`src/hdl/rdiv_pkg.sv`:
```
`default_nettype none

package rdiv_pkg;

    localparam int W         = 8;
    localparam int IDX_W     = $clog2(W);
    localparam int STEPS_DEF = 2;

    typedef logic [W-1:0]     t_byte;
    typedef logic [IDX_W-1:0] t_idx;

    typedef struct packed {
        t_byte part;   // partial remainder (magnitude domain), final remainder at the end
        t_byte dmag;   // divisor magnitude
        t_byte quo;    // quotient bits built so far, final quotient at the end
        logic  neg;    // operand signs differ
    } t_stage;

    // Take magnitudes and sign rule of one operand pair.
    function automatic t_stage stage_in(logic func, t_byte a, t_byte b);
        t_stage st;
        logic   neg_a;
        logic   neg_b;
        neg_a   = func & a[W-1];
        neg_b   = func & b[W-1];
        st.part = neg_a ? t_byte'(-a) : a;
        st.dmag = neg_b ? t_byte'(-b) : b;
        st.quo  = '0;
        st.neg  = neg_a ^ neg_b;
        return st;
    endfunction

    // n restoring steps, from quotient bit top downward.
    // part >= dmag << s is tested as (part >> s) >= dmag, which stays 8 bits wide.
    function automatic t_stage core_steps(t_stage st_i, t_idx top, int n);
        t_stage st;
        t_idx   s;
        t_byte  shr;
        st = st_i;
        for (int j = 0; j < W; j++) begin
            if (j < n) begin
                s   = t_idx'(top - t_idx'(j));
                shr = st.part >> s;
                if (shr >= st.dmag) begin
                    st.quo[s] = 1'b1;
                    st.part   = t_byte'(st.part - t_byte'(st.dmag << s));
                end
            end
        end
        return st;
    endfunction

    // Negate quotient and remainder together when the signs differ.
    function automatic t_stage stage_out(t_stage st_i);
        t_stage st;
        st = st_i;
        if (st_i.neg) begin
            st.quo  = t_byte'(-st_i.quo);
            st.part = t_byte'(-st_i.part);
        end
        return st;
    endfunction

endpackage

`default_nettype wire

```
`src/hdl/restoring_divider_8bit.sv`:
```
`default_nettype none

// channel   direction  handshake                   payload
// in        input      i_in_valid / o_in_ready     i_func, i_dividend, i_divisor
// out       output     o_out_valid / i_out_ready   o_quotient, o_remainder
//
// One beat per cycle in and out while the output is not stalled. The stages are
// an operand stage, one stage per P_STEPS restoring steps, and a sign/output stage.
// Each stage holds a valid bit; a stage loads when it is empty or its successor
// moves, so bubbles collapse and a stalled output holds without loss.
// Synchronous active-low reset clears the valid bits only.

module restoring_divider_8bit #(
    parameter int P_STEPS = rdiv_pkg::STEPS_DEF   // 1, 2, 4 or 8
) (
    input  wire             i_clk,
    input  wire             i_rst_n,
    input  wire             i_in_valid,
    output logic            o_in_ready,
    input  wire             i_func,
    input  wire  [7:0]      i_dividend,
    input  wire  [7:0]      i_divisor,
    output logic            o_out_valid,
    input  wire             i_out_ready,
    output logic [7:0]      o_quotient,
    output logic [7:0]      o_remainder
);

    localparam int NC = rdiv_pkg::W / P_STEPS;   // core stages
    localparam int NS = NC + 2;                  // all stages

    logic                r_v   [NS];
    rdiv_pkg::t_stage    r_st  [NS];
    rdiv_pkg::t_stage    n_st  [NS];
    logic                w_adv [NS];

    // backward advance chain
    assign w_adv[NS-1] = !r_v[NS-1] || i_out_ready;

    genvar k;
    generate
        for (k = 0; k < NS - 1; k++) begin : g_adv
            assign w_adv[k] = !r_v[k] || w_adv[k+1];
        end

        assign n_st[0] = rdiv_pkg::stage_in(i_func, i_dividend, i_divisor);

        for (k = 1; k <= NC; k++) begin : g_core
            localparam int LP_TOP = rdiv_pkg::W - 1 - (k - 1) * P_STEPS;
            assign n_st[k] = rdiv_pkg::core_steps(r_st[k-1],
                                                  rdiv_pkg::t_idx'(LP_TOP), P_STEPS);
        end

        assign n_st[NS-1] = rdiv_pkg::stage_out(r_st[NS-2]);
    endgenerate

    always_ff @(posedge i_clk) begin
        if (!i_rst_n) begin
            for (int i = 0; i < NS; i++) begin
                r_v[i] <= 1'b0;
            end
        end else begin
            if (w_adv[0]) begin
                r_v[0] <= i_in_valid;
            end
            for (int i = 1; i < NS; i++) begin
                if (w_adv[i]) begin
                    r_v[i] <= r_v[i-1];
                end
            end
        end
    end

    always_ff @(posedge i_clk) begin
        for (int i = 0; i < NS; i++) begin
            if (w_adv[i]) begin
                r_st[i] <= n_st[i];
            end
        end
    end

    assign o_in_ready  = w_adv[0];
    assign o_out_valid = r_v[NS-1];
    assign o_quotient  = r_st[NS-1].quo;
    assign o_remainder = r_st[NS-1].part;

    // an empty output stage never blocks the input
    a_ready_when_empty: assert property (@(posedge i_clk) disable iff (!i_rst_n)
        !r_v[NS-1] |-> o_in_ready)
        else $error("input stalled with empty output stage");

    // after the last step the remainder is below a nonzero divisor
    a_rem_below_div: assert property (@(posedge i_clk) disable iff (!i_rst_n)
        r_v[NC] && (r_st[NC].dmag != '0) |-> r_st[NC].part < r_st[NC].dmag)
        else $error("core remainder not below divisor");

    // zero divisor sets every quotient bit in the core
    a_zero_div: assert property (@(posedge i_clk) disable iff (!i_rst_n)
        r_v[NC] && (r_st[NC].dmag == '0) |-> r_st[NC].quo == '1)
        else $error("zero divisor quotient not all ones");

    // reset empties the pipeline
    a_reset_empty: assert property (@(posedge i_clk)
        !i_rst_n |=> !o_out_valid)
        else $error("output valid right after reset");

endmodule

`default_nettype wire
```
`config.mk`:
```
export PLATFORM = sky130hd
export DESIGN_NAME = restoring_divider_8bit
export DESIGN_NICKNAME = d
export VERILOG_FILES = /design/src/hdl/rdiv_pkg.sv /design/src/hdl/restoring_divider_8bit.sv
export SDC_FILE = /design/constraint.sdc
export NUM_CORES = 1
export LEC_CHECK = 0
export ABC_AREA = 1
export BUFFER_PORTS_ARGS = -buffer_cell sky130_fd_sc_hd__clkbuf_2
export CAP_MARGIN = 10
export CORE_MARGIN = 8
export CORE_UTILIZATION = 30
export DETAILED_ROUTE_END_ITERATION = 10
export HOLD_SLACK_MARGIN = 0.15
export PLACE_DENSITY = 0.55
export SYNTH_ARGS = -nofsm -noshare
export SYNTH_HDL_FRONTEND = slang
export SYNTH_SLANG_ARGS = --single-unit
```
`constraint.sdc`:
```
create_clock -name i_clk -period 3.77 [get_ports i_clk]
set_input_delay 0 -clock i_clk [delete_from_list [all_inputs] [get_ports i_clk]]
set_output_delay 0 -clock i_clk [all_outputs]
set_load 0.1 [all_outputs]
```
==> results of run 1 <==
[per-stage QoR]
stage	hold slack [ns]	cells	util [%]
finish	0.332	982	37.1
floorplan	0.0989	604	-
detailed placement	0.198	917	33.0
global placement	0.196	917	33.0
global route	0.328	982	37.1
CTS	0.298	982	37.1
[synth_stat cells, types with 5 or more instances]
| library cell | count |
|---|---|
| a21oi_1 | 19 |
| and2_1 | 12 |
| dfxtp_1 | 5 |
| edfxtp_1 | 114 |
| fa_1 | 7 |
| ha_1 | 40 |
| inv_1 | 90 |
| nand2_1 | 129 |
| nand3_1 | 38 |
| nand3b_1 | 9 |
| nand4_1 | 12 |
| nor2_1 | 35 |
| o21ai_0 | 15 |
| xnor2_1 | 14 |
| xor2_1 | 23 |
[layer usage]
| metal | track usage [%] | vias to the layer above | routed length, um | part of all wire (%) |
|---|---|---|---|---|
| met2 | 17.0 | 47 | 5970 | 53 |
| li1 | - | 2215 | - | - |
| met1 | 9.45 | 1877 | 4790 | 42 |
| met4 | 2.40 | 0 | 89 | 0.79 |
| met3 | 3.54 | 9 | 448 | 4.0 |
| met5 | 0 | - | 0 | 0 |
[final cells by class]
type / instances / area, sq um
Tap cell: 275 / 344
Multi-Input combinational cell: 390 / 2470
Sequential cell: 119 / 3520
Clock inverter: 9 / 78.8
Clock buffer: 23 / 458
Inverter: 94 / 353
Timing Repair Buffer: 72 / 528
Fill cell: 2034 / 13100
[logic make-up after synthesis]
group / synth area share, %
buffers and inverters: 5.62
AO/OA/AOI/OAI: 4.67
flip-flops: 55.5
adder cells (fa/ha/maj): 10.1
AND/OR/NAND/NOR: 19.0
XOR/XNOR: 5.10
[path summary, 6_finish.rpt]
kind	slack (ns)	cells after the start	startpoint	end
min reg2reg	0.41	0	r_st[2][5]	r_st[3][5]
max	0.53	19	r_st[3][18]	r_st[4][24]
max reg2reg	0.53	19	r_st[3][18]	r_st[4][24]
min	0.33	2	i_divisor[0]	r_st[0][9]
[registers in the layout, summed over array words and instances (netlist names)]
register / cells
r_v: 6
r_st: 113
[report_power, final]
group	switching, mW	leakage [nW]	internal [mW]
Clock	0.548	0.261	0.916
Combinational	1.56	1.96	0.731
Sequential	0.106	1.31	1.78
Total	2.22	3.53	3.43
[what timing repair did]
| item | 4_1_cts | 5_1_grt |
|---|---|---|
| hold buffers | 33 | 0 |
| endpoints found under the hold margin | 24 | 0 |
| setup endpoints to repair | 0 | 0 |
[placed cells by master, fill, tap and decap left out, types with 2 or more instances in the layout]
cell | netlist | final
xor2_1 | 23 | 23
o31ai_1 | 4 | 4
nor2_4 | 3 | 3
xnor2_1 | 14 | 14
dfxtp_1 | 5 | 5
clkbuf_2 | 0 | 38
fa_1 | 7 | 7
a21oi_1 | 19 | 19
nand3b_2 | 2 | 2
nand2_2 | 3 | 4
o21a_1 | 2 | 2
nand2_1 | 129 | 128
nand3_1 | 38 | 38
nand3_2 | 3 | 3
o21ai_1 | 3 | 3
ha_1 | 40 | 40
a31oi_1 | 2 | 2
nand4_1 | 12 | 12
o21ai_2 | 2 | 2
inv_2 | 4 | 4
nor3b_1 | 2 | 2
and2_1 | 12 | 12
clkinvlp_4 | 0 | 2
nand3b_1 | 9 | 9
clkbuf_16 | 0 | 17
clkinv_2 | 0 | 5
o21ai_0 | 15 | 15
nor2_1 | 35 | 35
edfxtp_1 | 114 | 114
nand2_4 | 2 | 2
inv_1 | 90 | 90
clkbuf_1 | 1 | 5
dlygate4sd3_1 | 0 | 33
nor2_2 | 2 | 2
[worst register-to-register path: cells and delay by family, from the launching register on]
kind	cells	cell delay [ns]
simple gates	13	1.20
fa+ha+maj	3	1.01
flops	1	0.38
compound gates	1	0.22
buf+inv	2	0.17
==> out/qor.yml, run 1 <==
clocking:
  clockBufferDepth: 2
  cts.sinks: 119
  cts_tree: "yes"
  cts_root_buf: "clkbuf_16"
  htreeDepth: 4
  post_cts_buffers: 0
  insertion_delay_ns: 0.41
  cts_resized: 0
  clk_pin_slew_ns: 0.05
  cts_buffers: 17
route:
  drc: 0
  vias: 4148
  dr.pass1.iters: 4
  vias_per_cell: 4.22
  routedWlPerCell_um: 11.5
  drtIter0Drc: 157
  postRouteAntennaNets: 0
  postRouteWirelength_mm: 11.3
floorplanning:
  coreArea_sq_um: 20900
  die_w_um: 161
  core.rowCount: 53
  dieArea_sq_um: 26100
  initial_core_util_pct: 30.4
  die_h_um: 161
  pin_count: 39
global_route:
  grt_pass1_vias: 4347
  antenna_found_initial: 0
  grt_max_degree: 25
  grt_pass1_wl_mm: 19.4
  grt_usage_pct: 9.17
  overflow: 0
critical_path:
  crit_arrival_ns: 3.39
  endpoint_kind: "flop"
  crit_required_ns: 3.92
  critPathSlowestCell: "fa_1"
  cpLargestDelayFamily: "simple AND/OR/NAND/NOR gates"
  worstPathCellList: "inv_1, ha_1, inv_1, fa_1, nand2_1, nand2_1, nand2_2, nand2_2, nand2_4, nand2_4, nand2_1, nand2_1, fa_1, o21ai_2, nand2_1, nand2_1, nor2_4, nand3_1, nand2_1"
  crit_type: "flop to flop"
  cp_num_buf_inv: 2
  cpMostUsedCell: "nand2_1"
  path_max_fanout: 9
  slowest_delay_ns: 0.46
  crit_path_start_kind: "flop"
placement:
  place_area_sq_um: 6890
  post-place-ws_ns: 0.479
  place_hpwl_mm: 8.61
  gp_congestion: 0.754
  portBuffers: 38
timing:
  slew_violations: 0
  fin_ws_ns: 0.535
  min_period_over_period_pct: 85.8
  tightest_slew_ns: 1.12
  final-hold-violation-count: 0
  fin_tns_setup_ns: 0
  skew_ns: 0.00607
  setup_violations: 0
  period_needed_ns: 3.24
  grt_setup_unrepaired: "false"
  relSlewSlack_pct: 25.2
  fmax_ghz: 0.309
cells_and_area:
  layout-drive-gt1-share_pct: 12.9
  syn2layout_area_growth_pct: 22.2
  antenna_cells: 0
  nNetsFinal: 762
  fin_area_sq_um: 7760
pwr:
  powerDensity_nw_per_um2: 728
  vdd_drop_max_v: 0.000321
  p_leak_nw: 3.53
  totalPowerFinal_mw: 5.65
synthesis:
  synth_edf_count: 114
  ys.warnings.count: 0
  yosysTopAreaCell: "edfxtp_1"
  yosys-top-cells-area: "edfxtp_1 54%, ha_1 7.9%, nand2_1 7.6%, inv_1 5.3%, xor2_1 3.2%"
  synth_cell_types: 36
  syn_nets: 672
  async_flop_share_pct: 0
  ys_seq_area_share_pct: 55.5
  syn_inst: 604
  syn_area_sq_um: 6350
  synthFlopType: "edfxtp_1"
  synth_top_area_share_pct: 53.9
  avgSynthCellArea_sq_um: 10.5
  synth-seq-cells: 119
run_status:
  status: "complete, no violations"
worst_hold_path:
  hp-class: "input port to flop"
flow_run:
  maxCapViolCount: 0
No activity file was read; power rests on OpenSTA's default activity.
==> run 2: changes to the inputs <==
Settings changed: CORE_UTILIZATION 30 to 31, PLACE_DENSITY 0.55 to 0.56.
==> out/qor.yml, run 2 (synthesis results as in run 1) <==
critical_path:
  crit_type: "flop to flop"  # unchanged
  endpoint_kind: "flop"  # unchanged
  endpoint: "r_st[4][23]"  # was r_st[4][24]
  r2r-end: "r_st[4][23]"  # was r_st[4][24]
  crit_arrival_ns: 3.45  # was 3.39 ns
  rrSetupSlack_ns: 0.46  # was 0.53 ns
  r2r_cells: 19  # unchanged
  crit_path_start_kind: "flop"  # unchanged
  crit_required_ns: 3.92  # about the same
  r2r_start: "r_st[3][18]"  # unchanged
  path_max_fanout: 9  # unchanged
  crit_path_start: "r_st[3][18]"  # unchanged
pwr:
  p_leak_nw: 3.55  # was 3.53 nW
  vdd_drop_max_v: 0.000336  # was 0.000321 V
  powerDensity_nw_per_um2: 746  # was 728 nW/um^2
clocking:
  cts_tree: "yes"  # unchanged
  cts_resized: 0  # unchanged
  clk_pin_slew_ns: 0.05  # about the same
  htreeDepth: 4  # unchanged
  cts_root_buf: "clkbuf_16"  # unchanged
  cts_buffers: 17  # unchanged
  insertion_delay_ns: 0.40  # was 0.41 ns
  cts_hold_buf: 32  # was 33
  cts.sinks: 119  # unchanged
  post_cts_buffers: 0  # unchanged
  clockBufferDepth: 2  # unchanged
cells_and_area:
  antenna_cells: 0  # unchanged
  max_flop_register: "r_st"  # unchanged
  syn2layout_area_growth_pct: 22.8  # was 22.2%
  fin_area_sq_um: 7800  # was 7760 sq um
  layout_common_cells: "128 x nand2_1, 114 x edfxtp_1, 90 x inv_1, 40 x ha_1"  # unchanged
  nNetsFinal: 761  # was 762
  nFillCells: 1991  # was 2,034
  reg_top3: "r_st (113), r_v (6)"  # unchanged
  layout-drive-gt1-share_pct: 12.9  # about the same
  final_common_cell: "nand2_1"  # unchanged
  largest_reg_flops: 113  # unchanged
floorplanning:
  pin_count: 39  # unchanged
  coreArea_sq_um: 20200  # was 20,900 sq um
  initial_core_util_pct: 31.5  # was 30.4%
  die_w_um: 159  # was 161 um
  dieArea_sq_um: 25300  # was 26,100 sq um
  core.rowCount: 52  # was 53
  die_h_um: 159  # was 161 um
global_route:
  grt_max_degree: 25  # unchanged
  overflow: 0  # unchanged
  grt_pass1_wl_mm: 19.4  # about the same
  grt_usage_pct: 9.25  # was 9.17%
  grt_pass1_vias: 4312  # was 4,347
  antenna_found_initial: 0  # unchanged
run_status:
  status: "complete, no violations"  # unchanged
timing:
  period_needed_ns: 3.31  # was 3.24 ns
  slew_violations: 0  # unchanged
  min_period_over_period_pct: 87.7  # was 85.8%
  fmax_ghz: 0.302  # was 0.309 GHz
  skew_ns: 0.00815  # was 0.00607 ns
  final-hold-violation-count: 0  # unchanged
  fin_tns_setup_ns: 0  # unchanged
  setup_violations: 0  # unchanged
  tightest_slew_ns: 1.10  # was 1.12 ns
  grt_setup_unrepaired: "false"  # unchanged
  relSlewSlack_pct: 26.7  # was 25.2%
route:
  dr.pass1.iters: 4  # unchanged
  drc: 0  # unchanged
  postRouteWirelength_mm: 11.1  # was 11.3 mm
  routedWlPerCell_um: 11.3  # was 11.5 um
  postRouteAntennaNets: 0  # unchanged
  vias: 4197  # was 4,148
  drtIter0Drc: 178  # was 157
  vias_per_cell: 4.30  # was 4.22
placement:
  gp_congestion: 0.797  # was 0.754
  place_hpwl_mm: 8.65  # was 8.61 mm
  place_area_sq_um: 6880  # was 6890 sq um
  portBuffers: 38  # unchanged
flow_run:
  maxCapViolCount: 0  # unchanged
worst_hold_path:
  hp-class: "input port to flop"  # unchanged
-- run 2: cell count changes in the layout (fill, tap and decap cells not counted), sizes merged --
cell / before / now
clkinvlp: 2 / 1
bufinv: 1 / 3
clkinv: 6 / 4
dlygate4sd3: 33 / 32
-- run 2: where the power goes --
group,internal [mW],switching [mW]
Combinational,0.732,1.59
Clock,1.07,0.537
Sequential,1.78,0.105
Total,3.59,2.23
-- run 2: critical path, cell delays in order, from the launching register on --
cell,delay (ns)
edfxtp_1,0.39
inv_1,0.11
ha_1,0.15
inv_1,0.07
fa_1,0.41
nand2_1,0.08
nand2_1,0.09
nand2_2,0.09
nand2_2,0.07
nand2_4,0.11
nand2_4,0.10
nand2_1,0.11
nand2_1,0.11
fa_1,0.46
o21ai_2,0.23
nand2_1,0.11
nand2_1,0.12
nor2_4,0.07
nand3_1,0.10
nand2_1,0.07
-- run 2: cell type report --
type	instances	area [sq um]	area share [%]
clock inverters	8	125	1.60
clock buffers	23	468	6.00
multi-input cells	390	2470	31.7
repair buffers	71	518	6.64
flip-flops and latches	119	3520	45.2
well taps	270	338	4.33
inverters	94	353	4.53
-- run 2: metal layers --
| layer | up-vias | track usage, % | wire length, um |
|---|---|---|---|
| met4 | 0 | 3.60 | 187 |
| met2 | 64 | 17.0 | 5810 |
| li1 | 2213 | - | - |
| met1 | 1905 | 9.80 | 4700 |
| met5 | - | 0 | 0 |
| met3 | 15 | 2.66 | 359 |
-- run 2: how the worst min path moves through the flow --
stage | from | end | slack (ns) | cells after the start
detailed placement | i_divisor[0] | r_st[0][9] | 0.20 | 1
floorplan | i_dividend[0] | r_st[0][17] | 0.1 | 0
global placement | i_divisor[0] | r_st[0][9] | 0.20 | 1
CTS | i_divisor[0] | r_st[0][9] | 0.31 | 2
global route | i_dividend[0] | r_st[0][17] | 0.35 | 2
finish | i_divisor[0] | r_st[0][9] | 0.35 | 2
-- run 2: per-stage QoR --
| stage | utilization, % | hold slack (ns) | std cells | worst slack, ns | total power [mW] |
|---|---|---|---|---|---|
| floorplan | - | 0.0989 | 604 | 0.414 | 3.79 |
| global route | 38.7 | 0.350 | 975 | 0.173 | 6.24 |
| CTS | 38.7 | 0.311 | 975 | 0.415 | 5.89 |
| global placement | 34.1 | 0.197 | 912 | 0.508 | 4.22 |
| finish | 38.7 | 0.347 | 975 | 0.462 | 5.82 |
| detailed placement | 34.1 | 0.199 | 912 | 0.452 | 4.23 |
==> run 3: changes to the inputs <==
Settings changed: CTS_BUF_LIST set to sky130_fd_sc_hd__clkbuf_8, HOLD_SLACK_MARGIN 0.15 to 0.08.
==> out/qor.yml, run 3 (synthesis results as in run 1) <==
timing:
  min_period_over_period_pct: 86.9  # was 87.7%
  final-hold-violation-count: 0  # unchanged
  fmax_ghz: 0.305  # was 0.302 GHz
  skew_ns: 0.0108  # was 0.00815 ns
  fin_ws_ns: 0.494  # was 0.462 ns
  grt_setup_unrepaired: "false"  # unchanged
  setup_violations: 0  # unchanged
  tightest_slew_ns: 1.10  # about the same
  fin_hold_ws_ns: 0.316  # was 0.347 ns
  relSlewSlack_pct: 26.3  # was 26.7%
  period_needed_ns: 3.28  # was 3.31 ns
  fin_tns_setup_ns: 0  # unchanged
  slew_violations: 0  # unchanged
critical_path:
  cpMostUsedCell: "nand2_1"  # unchanged
  r2r_start: "r_st[3][18]"  # unchanged
  slowest_delay_ns: 0.46  # about the same
  worstPathCellList: "inv_1, ha_1, inv_1, fa_1, nand2_1, nand2_1, nand2_2, nand2_2, nand2_4, nand2_4, nand2_1, nand2_1, fa_1, o21ai_2, nand2_1, nand2_1, nor2_4, nand3_1, nand2_1"  # unchanged
  endpoint_kind: "flop"  # unchanged
  crit_path_start: "r_st[3][18]"  # unchanged
  crit_required_ns: 3.95  # was 3.92 ns
  crit_arrival_ns: 3.45  # about the same
  cp_num_buf_inv: 2  # unchanged
  crit_type: "flop to flop"  # unchanged
  crit_path_start_kind: "flop"  # unchanged
  critPathSlowestCell: "fa_1"  # unchanged
  cpLargestDelayFamily: "simple AND/OR/NAND/NOR gates"  # unchanged
  path_max_fanout: 9  # unchanged
pwr:
  power_switching_mw: 2.18  # was 2.23 mW
  intPower_mw: 3.19  # was 3.59 mW
  swShare_pct: 40.7  # was 38.4%
  vdd_drop_max_v: 0.000242  # was 0.000336 V
  pwr-share-seq_pct: 35.1  # was 32.5%
  powerDensity_nw_per_um2: 707  # was 746 nW/um^2
  p_clk_share_pct: 21.7  # was 27.6%
  pwr-share-comb_pct: 43.2  # was 39.9%
  p_leak_nw: 3.48  # was 3.55 nW
  totalPowerFinal_mw: 5.37  # was 5.82 mW
clocking:
  htreeDepth: 4  # unchanged
  insertion_delay_ns: 0.43  # was 0.40 ns
  cts_buffers: 17  # unchanged
  cts_root_buf: "clkbuf_8"  # was clkbuf_16
  clockBufferDepth: 2  # unchanged
  post_cts_buffers: 0  # unchanged
  cts.sinks: 119  # unchanged
  cts_hold_buf: 31  # was 32
  clk_pin_slew_ns: 0.07  # was 0.05 ns
  cts_tree: "yes"  # unchanged
  cts_resized: 0  # unchanged
cells_and_area:
  layout_common_cells: "128 x nand2_1, 114 x edfxtp_1, 94 x inv_1, 40 x ha_1"  # was 128 x nand2_1, 114 x edfxtp_1, 90 x inv_1, 40 x ha_1
  largest_reg_flops: 113  # unchanged
  reg_top3: "r_st (113), r_v (6)"  # unchanged
  nNetsFinal: 760  # was 761
  syn2layout_area_growth_pct: 19.6  # was 22.8%
  layout-drive-gt1-share_pct: 12.9  # about the same
  antenna_cells: 0  # unchanged
  max_flop_register: "r_st"  # unchanged
  final_common_cell: "nand2_1"  # unchanged
  fin_area_sq_um: 7600  # was 7800 sq um
route:
  vias: 4160  # was 4,197
  routedWlPerCell_um: 11.3  # about the same
  postRouteWirelength_mm: 11.0  # was 11.1 mm
  drtIter0Drc: 198  # was 178
  drc: 0  # unchanged
  dr.pass1.iters: 4  # unchanged
  postRouteAntennaNets: 0  # unchanged
  vias_per_cell: 4.27  # was 4.30
floorplanning:
  die_w_um: 159  # unchanged
  coreArea_sq_um: 20200  # unchanged
  pin_count: 39  # unchanged
  die_h_um: 159  # unchanged
  core.rowCount: 52  # unchanged
  initial_core_util_pct: 31.5  # unchanged
  dieArea_sq_um: 25300  # unchanged
global_route:
  grt_max_degree: 25  # unchanged
  grt_usage_pct: 9.31  # was 9.25%
  grt_pass1_wl_mm: 19.4  # about the same
  antenna_found_initial: 0  # unchanged
  grt_pass1_vias: 4285  # was 4,312
  overflow: 0  # unchanged
placement:
  place_hpwl_mm: 8.65  # unchanged
  place_area_sq_um: 6880  # unchanged
  gp_congestion: 0.797  # unchanged
  portBuffers: 38  # unchanged
  post-place-ws_ns: 0.452  # unchanged
flow_run:
  maxCapViolCount: 0  # unchanged
worst_hold_path:
  hp-class: "input port to flop"  # unchanged
  min_from: "i_divisor[0]"  # unchanged
run_status:
  status: "complete, no violations"  # unchanged
-- run 3: worst paths after layout --
kind	end	slack [ns]	cells past startpoint
min	r_st[0][9]	0.32	2
min reg2reg	r_st[3][7]	0.42	0
max	r_st[4][23]	0.49	19
max reg2reg	r_st[4][23]	0.49	19
-- run 3: through the flow --
stage / utilization (%) / cells
floorplan: - / 604
global route: 37.7 / 974
finish: 37.7 / 974
global placement: 34.1 / 912
detailed placement: 34.1 / 912
CTS: 37.7 / 974
-- run 3: final cells by class --
class	instances	area (sq um)
fill	2018	12600
inverter	94	353
clock inverter	12	140
tap	270	338
clock buffer	19	262
timing repair buffer	70	508
multi-input combinational	390	2470
sequential	119	3520
-- run 3: worst register-to-register path, cell delays in order, from the launching register on --
cell and delay [ns]:
edfxtp_1 0.38, inv_1 0.10, ha_1 0.14, inv_1 0.07, fa_1 0.41, nand2_1 0.08
nand2_1 0.09, nand2_2 0.09, nand2_2 0.07, nand2_4 0.11, nand2_4 0.10, nand2_1 0.11
nand2_1 0.11, fa_1 0.46, o21ai_2 0.23, nand2_1 0.11, nand2_1 0.12, nor2_4 0.08
nand3_1 0.10, nand2_1 0.07
-- run 3: layer usage --
layer / vias to the layer above / part of all wire, % / GRT usage (%)
met4: 0 / 1.0 / 3.13
met2: 59 / 53 / 17.0
met5: - / 0 / 0
met1: 1881 / 42 / 9.66
li1: 2212 / - / -
met3: 8 / 3.9 / 3.52
-- run 3: power groups by stage --
stage	Sequential, mW	Clock [mW]	Combinational, mW
final	1.89	1.17	2.32
after global routing	1.92	1.26	2.61
after CTS	1.89	1.20	2.35
after detailed placement	1.92	0	2.31
after global placement	1.91	0	2.30
after floorplan	2.43	0	1.36
